`src/hw/rtl/pse_pkg.sv`:
```
// Shared types and codes for the permutation step engine.
// No dependencies; imported by pse_core, the top level, pse_checker and tb.
package pse_pkg;

  // Fixed field widths of the request and result items
  localparam int CMD_W      = 2;
  localparam int POS_W      = 4;
  localparam int VAL_W      = 16;
  localparam int SEQ_LEN_W  = 5;
  localparam int CFG_IDX_W  = 2;
  localparam int CFG_DATA_W = 5;

  // Command codes
  localparam logic [CMD_W-1:0] CMD_WRITE = 2'd0;
  localparam logic [CMD_W-1:0] CMD_STEP  = 2'd1;
  localparam logic [CMD_W-1:0] CMD_READ  = 2'd2;
  localparam logic [CMD_W-1:0] CMD_NONE  = 2'd3;

  // Configuration register indexes
  localparam logic [CFG_IDX_W-1:0] REG_DIRECTION  = 2'd0;
  localparam logic [CFG_IDX_W-1:0] REG_SEQ_LENGTH = 2'd1;

  // Reset values of the configuration registers
  localparam logic [SEQ_LEN_W-1:0] SEQ_LENGTH_RST = 5'd16;

  typedef struct packed {
    logic [CMD_W-1:0] cmd;
    logic [POS_W-1:0] position;
    logic [VAL_W-1:0] value;
  } item_t;

  typedef struct packed {
    logic [POS_W-1:0] position;
    logic [VAL_W-1:0] value;
    logic             last;
    logic             advanced;
  } res_t;

  typedef struct packed {
    logic                 direction;
    logic [SEQ_LEN_W-1:0] seq_length;
  } cfg_t;

endpackage

```
`src/hw/rtl/pse_cmp.sv`:
```
// Shared ordering compare unit of the permutation step engine.
// Depends on nothing but its inputs; used by pse_core for every element compare.
module pse_cmp #(
  parameter int W = 16
) (
  input  logic [W-1:0] a,
  input  logic [W-1:0] b,
  input  logic         prev,
  output logic         ahead
);

  // a comes ahead of b: ascending order for next, descending for previous
  always_comb begin
    if (prev) begin
      ahead = (a > b);
    end else begin
      ahead = (a < b);
    end
  end

endmodule

```
`src/hw/rtl/pse_core.sv`:
```
// Sequencer, element memory and result register of the permutation engine.
// Depends on pse_pkg and the shared compare unit pse_cmp.
module pse_core #(
  parameter int MAX_LEN    = 16,
  parameter int ELEM_WIDTH = 16
) (
  input  logic           clk,
  input  logic           rst_n,
  input  logic           in_valid,
  output logic           in_ready,
  input  pse_pkg::item_t item,
  input  pse_pkg::cfg_t  cfg,
  output logic           out_valid,
  input  logic           out_ready,
  output pse_pkg::res_t  res
);
  import pse_pkg::*;

  localparam int AW = $clog2(MAX_LEN);
  localparam logic [AW-1:0] LAST_MAX = AW'(MAX_LEN - 1);

  // Sequencer states
  localparam logic [3:0] S_IDLE  = 4'd0;
  localparam logic [3:0] S_SCAN0 = 4'd1;
  localparam logic [3:0] S_SCAN  = 4'd2;
  localparam logic [3:0] S_Q0    = 4'd3;
  localparam logic [3:0] S_Q     = 4'd4;
  localparam logic [3:0] S_SW    = 4'd5;
  localparam logic [3:0] S_REV_A = 4'd6;
  localparam logic [3:0] S_REV_B = 4'd7;
  localparam logic [3:0] S_REV_C = 4'd8;
  localparam logic [3:0] S_REV_D = 4'd9;
  localparam logic [3:0] S_EM0   = 4'd10;
  localparam logic [3:0] S_EMIT  = 4'd11;

  logic [3:0]            state_r, state_nxt;
  logic [AW-1:0]         dp_r, dp_nxt;
  logic [AW-1:0]         p_r, p_nxt;
  logic [AW-1:0]         lo_r, lo_nxt;
  logic [AW-1:0]         hi_r, hi_nxt;
  logic [AW-1:0]         k_r, k_nxt;
  logic [AW-1:0]         last_r, last_nxt;
  logic [ELEM_WIDTH-1:0] hold_r, hold_nxt;
  logic [ELEM_WIDTH-1:0] pv_r, pv_nxt;
  logic                  dir_r, dir_nxt;
  logic                  adv_r, adv_nxt;
  logic                  out_valid_r, out_valid_nxt;
  res_t                  res_r, res_nxt;

  logic [ELEM_WIDTH-1:0] mem [MAX_LEN];
  logic [ELEM_WIDTH-1:0] rd_data_r;
  logic [AW-1:0]         rd_addr;
  logic                  mem_we;
  logic [AW-1:0]         mem_wa;
  logic [ELEM_WIDTH-1:0] mem_wd;

  logic [AW-1:0]         used_last;
  logic [AW-1:0]         dp_dec;
  logic [ELEM_WIDTH-1:0] cmp_a, cmp_b;
  logic                  cmp_ahead;
  logic                  out_free;

  // Clamp the configured length and turn it into the last index in use
  always_comb begin
    if (cfg.seq_length == '0) begin
      used_last = '0;
    end else if (32'(cfg.seq_length) > MAX_LEN) begin
      used_last = LAST_MAX;
    end else begin
      used_last = AW'(cfg.seq_length - SEQ_LEN_W'(1));
    end
  end

  assign dp_dec   = (dp_r == '0) ? '0 : dp_r - AW'(1);
  assign out_free = !out_valid_r || out_ready;

  // Route the shared compare: pivot scan, then successor search
  assign cmp_a = (state_r == S_Q) ? pv_r : rd_data_r;
  assign cmp_b = (state_r == S_Q) ? rd_data_r : hold_r;

  pse_cmp #(.W(ELEM_WIDTH)) u_cmp (
    .a     (cmp_a),
    .b     (cmp_b),
    .prev  (dir_r),
    .ahead (cmp_ahead)
  );

  // Sequencer
  always_comb begin
    state_nxt     = state_r;
    dp_nxt        = dp_r;
    p_nxt         = p_r;
    lo_nxt        = lo_r;
    hi_nxt        = hi_r;
    k_nxt         = k_r;
    last_nxt      = last_r;
    hold_nxt      = hold_r;
    pv_nxt        = pv_r;
    dir_nxt       = dir_r;
    adv_nxt       = adv_r;
    res_nxt       = res_r;
    out_valid_nxt = out_valid_r && !out_ready;
    mem_we        = 1'b0;
    mem_wa        = dp_r;
    mem_wd        = pv_r;
    rd_addr       = '0;

    unique case (state_r)
      S_IDLE: begin
        if (in_valid) begin
          last_nxt = used_last;
          dir_nxt  = cfg.direction;
          adv_nxt  = 1'b0;
          unique case (item.cmd)
            CMD_WRITE: begin
              if (32'(item.position) < MAX_LEN) begin
                mem_we = 1'b1;
                mem_wa = AW'(item.position);
                mem_wd = ELEM_WIDTH'(item.value);
              end
            end
            CMD_STEP: begin
              state_nxt = (used_last == '0) ? S_EM0 : S_SCAN0;
            end
            CMD_READ: begin
              state_nxt = S_EM0;
            end
            default: begin
              state_nxt = S_IDLE;
            end
          endcase
        end
      end

      // Issue the rightmost element
      S_SCAN0: begin
        rd_addr   = last_r;
        dp_nxt    = last_r;
        state_nxt = S_SCAN;
      end

      // Walk left one element a cycle looking for the pivot
      S_SCAN: begin
        rd_addr = dp_dec;
        if (dp_r == last_r) begin
          hold_nxt = rd_data_r;
          dp_nxt   = dp_dec;
        end else if (cmp_ahead) begin
          p_nxt     = dp_r;
          pv_nxt    = rd_data_r;
          state_nxt = S_Q0;
        end else if (dp_r == '0) begin
          lo_nxt    = '0;
          hi_nxt    = last_r;
          state_nxt = S_REV_A;
        end else begin
          hold_nxt = rd_data_r;
          dp_nxt   = dp_dec;
        end
      end

      S_Q0: begin
        rd_addr   = last_r;
        dp_nxt    = last_r;
        state_nxt = S_Q;
      end

      // Find the rightmost element that follows the pivot; write it at the pivot
      S_Q: begin
        if (cmp_ahead) begin
          mem_we    = 1'b1;
          mem_wa    = p_r;
          mem_wd    = rd_data_r;
          state_nxt = S_SW;
        end else begin
          rd_addr = dp_dec;
          dp_nxt  = dp_dec;
        end
      end

      // Complete the swap and reverse the suffix
      S_SW: begin
        mem_we    = 1'b1;
        mem_wa    = dp_r;
        mem_wd    = pv_r;
        adv_nxt   = 1'b1;
        lo_nxt    = p_r + AW'(1);
        hi_nxt    = last_r;
        state_nxt = S_REV_A;
      end

      S_REV_A: begin
        rd_addr = lo_r;
        if (lo_r < hi_r) begin
          state_nxt = S_REV_B;
        end else begin
          state_nxt = S_EM0;
        end
      end

      S_REV_B: begin
        rd_addr   = hi_r;
        hold_nxt  = rd_data_r;
        state_nxt = S_REV_C;
      end

      S_REV_C: begin
        mem_we    = 1'b1;
        mem_wa    = lo_r;
        mem_wd    = rd_data_r;
        state_nxt = S_REV_D;
      end

      S_REV_D: begin
        mem_we    = 1'b1;
        mem_wa    = hi_r;
        mem_wd    = hold_r;
        lo_nxt    = lo_r + AW'(1);
        hi_nxt    = hi_r - AW'(1);
        state_nxt = S_REV_A;
      end

      S_EM0: begin
        rd_addr   = '0;
        k_nxt     = '0;
        state_nxt = S_EMIT;
      end

      // Stream one element a cycle into the result register; hold on stall
      S_EMIT: begin
        rd_addr = k_r;
        if (out_free) begin
          out_valid_nxt    = 1'b1;
          res_nxt.position = POS_W'(k_r);
          res_nxt.value    = VAL_W'(rd_data_r);
          res_nxt.last     = (k_r == last_r);
          res_nxt.advanced = adv_r;
          if (k_r == last_r) begin
            state_nxt = S_IDLE;
          end else begin
            k_nxt   = k_r + AW'(1);
            rd_addr = k_r + AW'(1);
          end
        end
      end

      default: begin
        state_nxt = S_IDLE;
      end
    endcase
  end

  // Element memory: one write port, one registered read port
  always_ff @(posedge clk) begin
    if (mem_we) begin
      mem[mem_wa] <= mem_wd;
    end
    rd_data_r <= mem[rd_addr];
  end

  // Control state
  always_ff @(posedge clk) begin
    if (!rst_n) begin
      state_r     <= S_IDLE;
      out_valid_r <= 1'b0;
    end else begin
      state_r     <= state_nxt;
      out_valid_r <= out_valid_nxt;
    end
  end

  // Datapath registers
  always_ff @(posedge clk) begin
    dp_r   <= dp_nxt;
    p_r    <= p_nxt;
    lo_r   <= lo_nxt;
    hi_r   <= hi_nxt;
    k_r    <= k_nxt;
    last_r <= last_nxt;
    hold_r <= hold_nxt;
    pv_r   <= pv_nxt;
    dir_r  <= dir_nxt;
    adv_r  <= adv_nxt;
    res_r  <= res_nxt;
  end

  assign in_ready  = (state_r == S_IDLE);
  assign out_valid = out_valid_r;
  assign res       = res_r;

endmodule

```
`src/hw/rtl/permutation_step_engine_unit.sv`:
```
// A write request leaves the block ready; a read emits n results through S_EM0 and S_EMIT.
// A step scans for the pivot, searches for its successor, swaps them and reverses the suffix
// pair by pair (REV_A to REV_D) in one memory with one write and one read port, then emits.
// Throughput: one request at a time; results stream at one per cycle without back pressure.
// Reset: rst_n synchronous active low clears sequencer and result valid; direction 0, length 16.
// Element storage is not cleared by reset.
module permutation_step_engine_unit #(
  parameter int MAX_LEN    = 16,
  parameter int ELEM_WIDTH = 16
) (
  input  logic                               clk,
  input  logic                               rst_n,
  input  logic                               in_tvalid,
  output logic                               in_tready,
  // cmd [1:0], position [5:2], value [21:6], zero [23:22]
  input  logic [23:0]                        in_tdata,
  output logic                               out_tvalid,
  input  logic                               out_tready,
  // out_position [3:0], out_value [19:4], zero [23:20]
  output logic [23:0]                        out_tdata,
  output logic                               out_tlast,
  // advanced [0]
  output logic [0:0]                         out_tuser,
  input  logic                               cfg_valid,
  output logic                               cfg_ready,
  input  logic [pse_pkg::CFG_IDX_W-1:0]      cfg_index,
  input  logic [pse_pkg::CFG_DATA_W-1:0]     cfg_data
);
  import pse_pkg::*;

  logic                 direction_r;
  logic [SEQ_LEN_W-1:0] seq_length_r;
  item_t                item;
  cfg_t                 cfg;
  res_t                 res;

  // Configuration registers, always ready
  assign cfg_ready = 1'b1;

  always_ff @(posedge clk) begin
    if (!rst_n) begin
      direction_r  <= 1'b0;
      seq_length_r <= SEQ_LENGTH_RST;
    end else if (cfg_valid) begin
      unique case (cfg_index)
        REG_DIRECTION:  direction_r  <= cfg_data[0];
        REG_SEQ_LENGTH: seq_length_r <= cfg_data[SEQ_LEN_W-1:0];
        default: begin
        end
      endcase
    end
  end

  assign cfg.direction  = direction_r;
  assign cfg.seq_length = seq_length_r;

  // Unpack the request
  assign item.cmd      = in_tdata[1:0];
  assign item.position = in_tdata[5:2];
  assign item.value    = in_tdata[21:6];

  pse_core #(
    .MAX_LEN    (MAX_LEN),
    .ELEM_WIDTH (ELEM_WIDTH)
  ) u_core (
    .clk       (clk),
    .rst_n     (rst_n),
    .in_valid  (in_tvalid),
    .in_ready  (in_tready),
    .item      (item),
    .cfg       (cfg),
    .out_valid (out_tvalid),
    .out_ready (out_tready),
    .res       (res)
  );

  // Pack the result
  assign out_tdata = {4'b0, res.value, res.position};
  assign out_tlast = res.last;
  assign out_tuser = res.advanced;

`ifndef SYNTHESIS
  // A write or an unused command leaves the block ready for the next request
  a_write_keeps_ready: assert property (@(posedge clk) disable iff (!rst_n)
    (in_tvalid && in_tready && (in_tdata[1:0] == CMD_WRITE || in_tdata[1:0] == CMD_NONE))
    |=> in_tready)
    else $error("ready dropped after a write request");

  // A step or read starts a run and blocks further requests
  a_run_blocks: assert property (@(posedge clk) disable iff (!rst_n)
    (in_tvalid && in_tready && (in_tdata[1:0] == CMD_STEP || in_tdata[1:0] == CMD_READ))
    |=> !in_tready)
    else $error("ready still high after a step or read request");

  // Once idle, only the final result of a run can still be pending
  a_idle_only_last: assert property (@(posedge clk) disable iff (!rst_n)
    (out_tvalid && in_tready) |-> out_tlast)
    else $error("idle while a run is still being emitted");
`endif

endmodule

```
`config.mk`:
```
export PLATFORM = sky130hd
export DESIGN_NAME = permutation_step_engine_unit
export DESIGN_NICKNAME = d
export VERILOG_FILES = /design/src/hw/rtl/pse_pkg.sv /design/src/hw/rtl/pse_cmp.sv /design/src/hw/rtl/pse_core.sv /design/src/hw/rtl/permutation_step_engine_unit.sv
export SDC_FILE = /design/constraint.sdc
export NUM_CORES = 1
export LEC_CHECK = 0
export BUFFER_PORTS_ARGS = -buffer_cell sky130_fd_sc_hd__buf_2
export CAP_MARGIN = 10
export CORE_MARGIN = 1.5
export CORE_UTILIZATION = 25
export DETAILED_ROUTE_END_ITERATION = 10
export PLACE_DENSITY = 0.35
export REMOVE_ABC_BUFFERS = 1
export SKIP_LAST_GASP = 1
export SYNTH_ARGS = -nofsm -noshare
export SYNTH_HDL_FRONTEND = slang
export SYNTH_HIERARCHICAL = 1
export SYNTH_SLANG_ARGS = --single-unit
```
`constraint.sdc`:
```
create_clock -name clk -period 7.9 [get_ports clk]
set_clock_uncertainty 0.15 [all_clocks]
set_input_delay 1.185 -clock clk [delete_from_list [all_inputs] [get_ports clk]]
set_output_delay 1.185 -clock clk [all_outputs]
set_load 0.02 [all_outputs]
```
Word level (Yosys, flattened, before mapping)
Memories as Yosys holds them, arrays and structs flattened. A register that Yosys moved wholly into a read port is not among the register bits.
Index checks and enable logic that the tools add are counted.
{ "totals": {"n_memories": 1, "ramBits": 256, "inputBits": 36, "regBits": 91, "elab_cells": 144, "output_inout_bits": 29} }
{ "classes": {"n_eq_ne": 28, "reduce_logical": 29, "n_bitwise": 1, "n_mux": 57, "n_addsub": 6, "magnitude_cmp": 4} }
{ "mem_list": {"columns": ["name", "depth", "width", "read_ports", "rd_ports_with_merged_regs", "write_ports", "line_no", "rtl"], "rows": [
  ["u_core.mem", 16, 16, 1, 1, 1, "pse_core.sv:50", "logic [ELEM_WIDTH-1:0] mem [MAX_LEN];"]
]} }
{ "ops": {"columns": ["op", "count"], "rows": [
  ["2-to-1 mux 16 bit", 8],
  ["2-to-1 mux 4 bit", 28],
  ["one-hot mux 16 bit (4 select lines)", 1],
  ["one-hot mux 4 bit (3 select lines)", 4],
  ["one-hot mux 4 bit (11 select lines)", 1],
  ["one-hot mux 16 bit (2 select lines)", 1],
  ["one-hot mux 4 bit (6 select lines)", 1],
  ["== test 4 x 3 -> 1 bit (second input constant)", 4],
  ["== test 4 bit (second input constant)", 4],
  ["> comparator 16 bit", 1],
  ["less-than comparator 16 bit", 1],
  ["one-hot mux 4 bit (4 select lines)", 1],
  ["adder 4 x 1 -> 4 bit (second input constant)", 3],
  ["zero test 4 bit", 3],
  ["AND reduction 2 bit", 6],
  ["subtractor 4 x 1 -> 4 bit (second input constant)", 3],
  ["inequality test 2 bit (second input constant)", 5],
  ["2-to-1 mux 1 bit", 9],
  ["== test 4 x 2 -> 1 bit (second input constant)", 2],
  ["== test 4 bit", 2],
  ["inequality test 2 x 1 -> 1 bit (second input constant)", 4],
  ["one-hot mux 4 bit (2 select lines)", 1],
  ["AND reduction 4 bit", 2],
  ["AND reduction 7 bit", 1],
  ["21 further kinds", 29]
]} }

Logic depth before layout (Yosys ltp)
Gate-level depths: netlist (run 1).
{ "depth": {"word_depth": 8, "mapped_depth": 24, "depth_no_buf": 18} }

By module
Netlist (run 1), hierarchy kept.
{ "modules_own_cells": {"columns": ["module", "area_each_um2", "n_inst", "seq_area_each_um2", "cells_per_inst"], "rows": [
  ["pse_core", 15700.1, 1, 10510.1, 1160],
  ["pse_cmp", 421.7, 1, 0.0, 60],
  ["permutation_step_engine_unit", 301.5, 1, 120.1, 34]
]} }

Worst setup path after synthesis (run 1)
Ideal clock, no wire load.
{ "synth_timing": {"path_type": "reg-to-reg", "from": "register u_core.state_r[3]", "to": "memory u_core.mem[13][0] (enable)", "setup_slack_ns": 2.118, "required_time_ns": 7.362, "stages_incl_launch_ff": 22, "n_path_buf": 6, "period_less_slack_ns": 5.782, "arrival_ns": 5.244, "setup_time_ns": 0.388, "path_cell_list": "dfxtp_1 -> clkbuf_1 -> clkbuf_1 -> nor4b_1 -> clkbuf_1 -> buf_1 -> nand2_1 -> nand2_1 -> inv_1 -> ha_1 -> a21oi_2 -> nand2_1 -> a221o_1 -> a211oi_2 -> mux2i_1 -> buf_2 -> buf_1 -> nand3_1 -> o211ai_1 -> a221oi_1 -> or2_2 -> nor2_1"} }
{ "synth_between": {"elab_chain_len": 8, "word_cells_on_any_way": 17} }
{ "synth_rtl": {"columns": ["item", "line_no", "rtl"], "rows": [
  ["from (decl)", "pse_core.sv:36", "logic [3:0] state_r, state_nxt;"],
  ["from (signal assigned)", "pse_core.sv:267", "state_r <= state_nxt;"],
  ["== test 4 x 3 -> 1 bit (*)", "pse_core.sv:79", "assign cmp_b = (state_r == S_Q) ? rd_data_r : hold_r;"],
  ["2-to-1 mux 16 bit (*)", "pse_core.sv:79", null],
  ["net u_core.cmp_b[14]", "pse_core.sv:59", "logic [ELEM_WIDTH-1:0] cmp_a, cmp_b;"],
  ["less-than comparator 16 bit or > comparator 16 bit (tied branches)", "pse_cmp.sv:17, pse_cmp.sv:15", null],
  ["2-to-1 mux 1 bit (*)", "pse_cmp.sv:14", "if (prev) begin"],
  ["net u_core.cmp_ahead", "pse_core.sv:60", "logic cmp_ahead;"],
  ["2-to-1 mux 1 bit", "pse_core.sv:170", "if (cmp_ahead) begin"],
  ["one-hot mux 1 bit (3 select lines)", "pse_core.sv:108", "unique case (state_r)"],
  ["2-to-1 mux 1 bit", "pse_core.sv:255", "if (mem_we) begin"],
  ["2-to-1 mux 1 bit (not written as such)", "pse_core.sv:256", "mem[mem_wa] <= mem_wd;"],
  ["to (decl)", "pse_core.sv:50", null]
]} }
Mark *: on every way through the listed nets, which the timed path passes. The rest lies on a longest branch.

Worst setup path after layout (run 1)
{ "layout_timing": {"from": "register u_core.state_r[0]", "to": "memory u_core.mem[6][7] (enable)"} }
Same word-level chain as after synthesis.

==> results of run 1 <==
==> per-stage QoR <==
step | instances | hold WS (ps) | util | setup WS [ps]
after CTS | 2208 | 270 | 0.299 | 1370
final | 2208 | 267 | 0.299 | 1430
after detailed placement | 2128 | 256 | 0.277 | 1400
after floorplan | 1163 | 250 | - | -6320
after global placement | 2128 | 260 | 0.277 | 1470
after global routing | 2208 | 294 | 0.299 | 978
==> synthesized netlist by cell type, drive strengths merged (4+ instances only) <==
cell / count / area (um2)
mux2: 20 / 229
nor4: 5 / 37.5
dfxtp: 27 / 541
a2111oi: 65 / 588
nand3: 7 / 35.0
nor3: 10 / 50.1
o211ai: 4 / 30.0
clkbuf: 49 / 184
a21boi: 4 / 30.0
a21o: 4 / 30.0
a221oi: 6 / 52.6
a211oi: 66 / 505
mux2i: 73 / 734
nand2: 179 / 672
o22ai: 7 / 43.8
xor2: 9 / 78.8
edfxtp: 336 / 10100
o21ai: 25 / 125
or3: 4 / 25.0
and2: 5 / 33.8
a221o: 19 / 190
a21oi: 25 / 133
ha: 26 / 325
and3: 65 / 407
nand2b: 8 / 50.1
nor2b: 7 / 43.8
or4: 16 / 120
nor2: 40 / 150
o21a: 4 / 30.0
buf: 45 / 272
inv: 39 / 146
a22oi: 17 / 128
==> flip-flops by register name, summed over array words and instances (netlist names) <==
signal and cells:
u_core/last_r 4, u_core/pv_r 16, seq_length_r 5, u_core/mem 256, u_core/p_r 4, u_core/k_r 4, u_core/lo_r 4, u_core/dp_r 4
u_core/out_valid 1, u_core/dir_r 1, direction_r 1, u_core/hold_r 16, u_core/hi_r 4, u_core/rd_data_r 16, u_core/adv_r 1, u_core/res 22
u_core/state_r 4
==> layer usage <==
| layer | wire (um) | vias to the layer above | track usage |
|---|---|---|---|
| met4 | 872 | 0 | 0.0375 |
| met1 | 26100 | 5448 | 0.228 |
| met5 | 0 | - | 0 |
| met3 | 1620 | 52 | 0.0197 |
| li1 | - | 4993 | - |
| met2 | 24000 | 164 | 0.245 |
==> how the worst max path moves through the flow <==
stage | endpoint | slack, ps | cells after the start
global placement | u_core/rd_data_r[1]$_DFF_P_ | 1470 | 20
floorplan | u_core/rd_data_r[0]$_DFF_P_ | -6320 | 17
global route | u_core/mem[6][7]$_DFFE_PP_ | 980 | 18
detailed placement | u_core/rd_data_r[1]$_DFF_P_ | 1400 | 20
finish | u_core/mem[6][7]$_DFFE_PP_ | 1430 | 18
CTS | u_core/rd_data_r[1]$_DFF_P_ | 1370 | 20
==> cells by family after synthesis <==
group | after synthesis
compound gates | 261
xor+xnor | 12
fa+ha+maj | 26
buf+inv | 133
flops | 363
mux | 93
other cells | 2
simple gates | 364
==> layout make-up <==
| type | instances | area share |
|---|---|---|
| clock inverters | 19 | 0.00989 |
| inverters | 39 | 0.00756 |
| clock buffers | 61 | 0.0628 |
| flip-flops and latches | 363 | 0.549 |
| multi-input cells | 761 | 0.275 |
| well taps | 855 | 0.0553 |
| repair buffers | 110 | 0.0398 |
==> power by group <==
group	internal [mW]	switching, mW
Clock	1.18	0.821
Sequential	2.57	0.188
Combinational	0.720	1.45
Total	4.46	2.46
==> worst max-delay path, stage by stage, from the launching register on <==
cell	delay, ps
dfxtp_1	310
buf_4	210
nor4b_2	380
buf_12	300
nand2_1	90
nand2_1	140
inv_1	80
ha_1	300
nand4_1	200
nor2_1	60
a221o_1	340
a211oi_2	310
mux2i_4	660
buf_4	380
o221ai_1	310
a221oi_1	710
nand2b_1	290
nor2_2	580
buf_4	320
==> metrics.sh, run 1 <==
TIMING.SLEW.HEADROOM=0.258
NUMCTSBUFFERS=44
HOLD_PATH.CLASS='reg2reg'
FILLERINSTANCES=6602
RSZ_0062_RAISED_AFTER_GLOBAL_ROUTING='false'
SETUP_TNS_PS=0
CRITPATHKIND='reg2reg'
SYNTH.AVG_CELL_AREA_UM2=13.1
STD_CELL_ROWS=93
GRT_MAX_DEGREE=66
POST-ROUTE-DRC-COUNT=0
DOMINANTREGCELLSYNTH='edfxtp_1'
PLACE_HPWL_MM=32.1
SYNTH_COMPOUND_GATE_AREA_SHARE=0.123
WORSTREG2REGSTART='u_core/state_r[0]$_SDFFE_PN0P_'
CTS_RESIZED=0
DETAIL_ROUTE.VIAS_PER_CELL=4.83
START_KIND='flop'
GROUTE.USAGE.OVERALL=0.157
SYNTH_FA_HA_AREA_FRAC=0.0198
YOSYS_REGISTER_BITS=363
SYNTH.YOSYS.WARNINGS=6
HOLD_VIOL_FINAL=0
CP.REQUIRED_PS=8020
TRITONCTS='yes'
ROUTED_WIRELENGTH_MM=52.6
CTS_POST_SETUP_BUFFERS_INSERTED=0
SEQ_AREA_UM2=10600
SYNTH.LIB_CELLS_USED.DISTINCT=67
CTS.SINKS=363
DEPTH_OF_THE_WORST_REGISTER_TO_REGISTER_PATH=18
SYNTH-SEQ-AREA-SHARE=0.647
FINAL_LAYOUT_SIZE_SUFFIX_GT1_FRAC=0.169
INSERTION_DELAY_PS=580
NNETSFINAL=1381
SYNTH_ASYNC_SR_FLOP_SHARE=0
CLKTRANSATPATHREGS_PS=60
DIE_WIDTH_UM=259
MAXCAPVIOLCOUNT=0
CLOCK.FMAX_GHz=0.155
MOSTFREQUENTLAYOUTCELL='edfxtp_1'
SYNTH_TOP_FAMILY_BY_AREA='compound AO/OA/AOI/OAI gates'
FIRST_GLOBAL_VIAS=10600
START_UTIL=0.254
CTSROOTBUFFERMASTER='clkbuf_16'
WORSTMARGINPINSLEW_PS=1110
GRT_FIRST_PASS_WIRELENGTH_MM=76.4
SLEW_VIOLATIONS=0
ROUTABILITYCONGESTION=0.749
AREA.GROWTH.SYNTH_TO_FINAL_PCT=17.8
DIE_AREA_UM2=67200
END_KIND='flop'
MULTI_INPUT_COMB_AREA_UM2=5330
CRITICAL_PATH.MAX_FANOUT=52
HOLDBUFCOUNTCTS=0
NUM_ANTENNA_CELLS=0
GR-TOTAL-OVERFLOW=0
MIN_DELAY_PATH_DEPTH=0
REPORT.FINAL.SETUP_VIOL=0
CORE_AREA_UM2=64700
AVGROUTEDWIREPERCELL_UM=23.8
LAYOUT.CELLS.MOST_COMMON_LIST='edfxtp_1, nand2_1, mux2i_1'
CHIPHEIGHT_UM=259
WORST-R2R-SETUP-SLACK_PS=1430
NETLIST_AREA_UM2=16400
STARTPOINT_OF_THE_MOST_CRITICAL_HOLD_PATH='u_core/adv_r$_DFFE_PP_'
FIRSTDRTPASSITERS=5
ANTENNA_FOUND_INITIAL=0
CRITPATHARRIVALTIME_PS=6580
SYNTH-SIMPLE-AREA-SHARE=0.107
SYNTH_XOR_XNOR_AREA_SHARE=0.00640
STATUS='complete, no violations'
FINAL_ANTENNA_NET_COUNT=0
FIN_CRIT_SH=0.819
DR_TOTAL_VIAS=10700
PEAKVDDDROP_mV=0.147
P_TOTAL_mW=6.92
IO_COUNT=65
DRT_FIRST_ITER_VIOLATIONS=677
HOLDPATHEND='u_core/res[0]$_DFFE_PP_'
FINALINSTANCEAREA_UM2=19400
SYNTH_EDF_COUNT=336
PORT_BUFFERS=57
POWER.DENSITY_CELL_AREA_nW_PER_UM2=358
WORSTSETUPSTARTPOINT='u_core/state_r[0]$_SDFFE_PN0P_'
WORST_R2R_ENDPOINT='u_core/mem[6][7]$_DFFE_PP_'
CTS-HTREE-LEVELS=2
SYNTHESIS.INSTANCES=1254
PLACE_AREA_UM2=17900
SYNTH.MUX.AREA_FRACTION=0.0587
CLOCKBUFFERDEPTH=3
FINAL.MIN_CLOCK_PERIOD_PS=6470
TOTAL_LEAKAGE_POWER_nW=6.60
(Power assumes the default switching activity.)
==> run 2: changes to the inputs <==
Settings changed: PLACE_DENSITY 0.35 to 0.36.
Clock period 7.9 ns to 5.79 ns, I/O delays scaled along.
==> run 2 against run 1 <==
Hold slack improved by 19 ps; setup slack got worse by 1200 ps; core utilization rose by 0.88 points; clock power increased by 36%; sequential cell count did not move; routed wire length is 1.2% higher; final cell count is 1.7% higher; combinational power is 48% higher; largest power group unchanged; power is 40% higher; first-iteration DRC count increased by 9.3%; sequential power grew 37%; critical path type unchanged; register-to-register slack got worse by 1200 ps.
==> metrics.sh, run 2 (synthesis results as in run 1) <==
START_KIND='flop'
DIE_AREA_UM2=67200
NNETSFINAL=1419
CRITPATHKIND='reg2reg'
CRITPATHARRIVALTIME_PS=5630
CP.REQUIRED_PS=5910
MAXCAPVIOLCOUNT=0
DR_TOTAL_VIAS=10800
FIRSTDRTPASSITERS=5
HOLDBUFCOUNTCTS=0
LAYOUT.CELLS.MOST_COMMON_LIST='edfxtp_1, nand2_1, mux2i_1'
WORST_R2R_ENDPOINT='u_core/mem[5][5]$_DFFE_PP_'
FIRST_GLOBAL_VIAS=11000
START_UTIL=0.254
WORSTMARGINPINSLEW_PS=1060
REPORT.FINAL.SETUP_VIOL=0
CTS.SINKS=363
DIE_WIDTH_UM=259
HOLD_SLACK_PS=286
CHIPHEIGHT_UM=259
AREA.GROWTH.SYNTH_TO_FINAL_PCT=21.3
POWER.DENSITY_CELL_AREA_nW_PER_UM2=487
WORSTREG2REGSTART='u_core/state_r[0]$_SDFFE_PN0P_'
HOLDPATHEND='u_core/dir_r$_DFFE_PP_'
STATUS='complete, no violations'
GR-TOTAL-OVERFLOW=0
GROUTE.USAGE.OVERALL=0.160
ROUTED_WIRELENGTH_MM=53.3
NUMCTSBUFFERS=46
DP.CELLS=2163
RSZ_0062_RAISED_AFTER_GLOBAL_ROUTING='true'
STD_CELL_ROWS=93
DEPTH_OF_THE_WORST_REGISTER_TO_REGISTER_PATH=19
INSERTION_DELAY_PS=580
FINALINSTANCEAREA_UM2=19900
POST-ROUTE-DRC-COUNT=0
END_KIND='flop'
SLEW_VIOLATIONS=0
PLACE_AREA_UM2=18400
FIN_CRIT_SH=0.953
CLOCKBUFFERDEPTH=3
PLACE_HPWL_MM=33.4
CLOCK.FMAX_GHz=0.181
MOSTFREQUENTLAYOUTCELL='edfxtp_1'
STARTPOINT_OF_THE_MOST_CRITICAL_HOLD_PATH='direction_r$_SDFFE_PN0P_'
TOTAL_LEAKAGE_POWER_nW=6.87
CTSROOTBUFFERMASTER='clkbuf_16'
TIMING.SLEW.HEADROOM=0.294
LARGEST_REGISTER_FF_COUNT=256
CORE_AREA_UM2=64700
GRT_MAX_DEGREE=66
ANTENNA_FOUND_INITIAL=1
HOLD_PATH.CLASS='reg2reg'
FINALNONFILLERCELLS=2245
DETAIL_ROUTE.VIAS_PER_CELL=4.83
PEAKVDDDROP_mV=0.217
P_TOTAL_mW=9.70
NUM_ANTENNA_CELLS=0
FINAL.MIN_CLOCK_PERIOD_PS=5520
GRT_FIRST_PASS_WIRELENGTH_MM=78.2
DRT_FIRST_ITER_VIOLATIONS=740
CRITICAL_PATH.MAX_FANOUT=27
SETUP_TNS_PS=0
HOLD_VIOL_FINAL=0
FINAL_LAYOUT_SIZE_SUFFIX_GT1_FRAC=0.195
FINAL_ANTENNA_NET_COUNT=0
PORT_BUFFERS=57
REGISTER_WITH_THE_MOST_FLIP_FLOPS='u_core/mem'
MIN_DELAY_PATH_DEPTH=0
CLKTRANSATPATHREGS_PS=60
AVGROUTEDWIREPERCELL_UM=23.7
WORST-R2R-SETUP-SLACK_PS=270
TRITONCTS='yes'
ROUTABILITYCONGESTION=0.770
IO_COUNT=65
CTS-HTREE-LEVELS=2
run 2: changes by cell type in the layout (fill, tap and decap cells not counted), sizes merged:
cell      delta
inv          -2
buf         +35
clkbuf       +3
clkinvlp     +1
run 2: worst max-delay path, stage by stage (launching register included):
cell and delay, ps:
dfxtp_1 540, nor2_1 110, nand2_1 120, buf_12 190, buf_4 220, nand2_1 70, nand2_1 60, inv_1 40
ha_1 280, nand4_1 220, nor2_1 90, a221o_1 340, a211oi_4 350, mux2i_4 330, clkbuf_8 360, o221ai_1 330
a221o_1 400, or3_1 500, nor2_2 270, buf_12 210
run 2: stage by stage:
| step | setup slack [ps] | utilization |
|---|---|---|
| 2_1_floorplan | -8430 | - |
| 3_3_place_gp | -8.42 | 0.285 |
| 3_5_place_dp | -19.2 | 0.285 |
| 4_1_cts | 6.02 | 0.307 |
| 5_1_grt | -39.5 | 0.308 |
| 6_report | 275 | 0.308 |
run 2: per-layer routing:
metal | track usage | part of all wire | vias to the layer above
li1 | - | - | 5077
met1 | 0.219 | 0.47 | 5463
met2 | 0.258 | 0.47 | 224
met3 | 0.0272 | 0.038 | 83
met4 | 0.0491 | 0.028 | 0
met5 | 0 | 0 | -
run 2: how the worst max path moves through the flow:
stage	startpoint	to	depth (start not counted)
detailed placement	u_core/state_r[0]$_SDFFE_PN0P_	u_core/rd_data_r[2]$_DFF_P_	19
CTS	u_core/state_r[0]$_SDFFE_PN0P_	u_core/mem[0][14]$_DFFE_PP_	18
global route	u_core/state_r[0]$_SDFFE_PN0P_	u_core/mem[0][14]$_DFFE_PP_	20
global placement	u_core/state_r[0]$_SDFFE_PN0P_	u_core/rd_data_r[2]$_DFF_P_	20
floorplan	u_core/state_r[2]$_SDFFE_PN0P_	u_core/rd_data_r[0]$_DFF_P_	17
finish	u_core/state_r[0]$_SDFFE_PN0P_	u_core/mem[5][5]$_DFFE_PP_	19
run 2: power breakdown:
group | total, mW | switching, mW | internal, mW
registers | 3.76 | 0.261 | 3.50
logic | 3.22 | 2.06 | 1.16
clock network | 2.73 | 1.10 | 1.63
total | 9.70 | 3.42 | 6.29
run 2: final cells by class:
cell class / count / area [um2]
fill: 6574 / 44800
sequential: 363 / 10600
multi-input combinational: 761 / 5380
timing repair buffer: 146 / 1280
clock buffer: 63 / 1240
tap: 855 / 1070
clock inverter: 18 / 173
inverter: 39 / 146
run 2: what timing repair did:
item                                   in CTS  in global routing
pin swaps                                   0                  0
setup buffers                               0                  0
gates resized for setup                     1                 11
endpoints found under the hold margin       0                  0
setup endpoints to repair                   2                243
cloned                                      0                  0
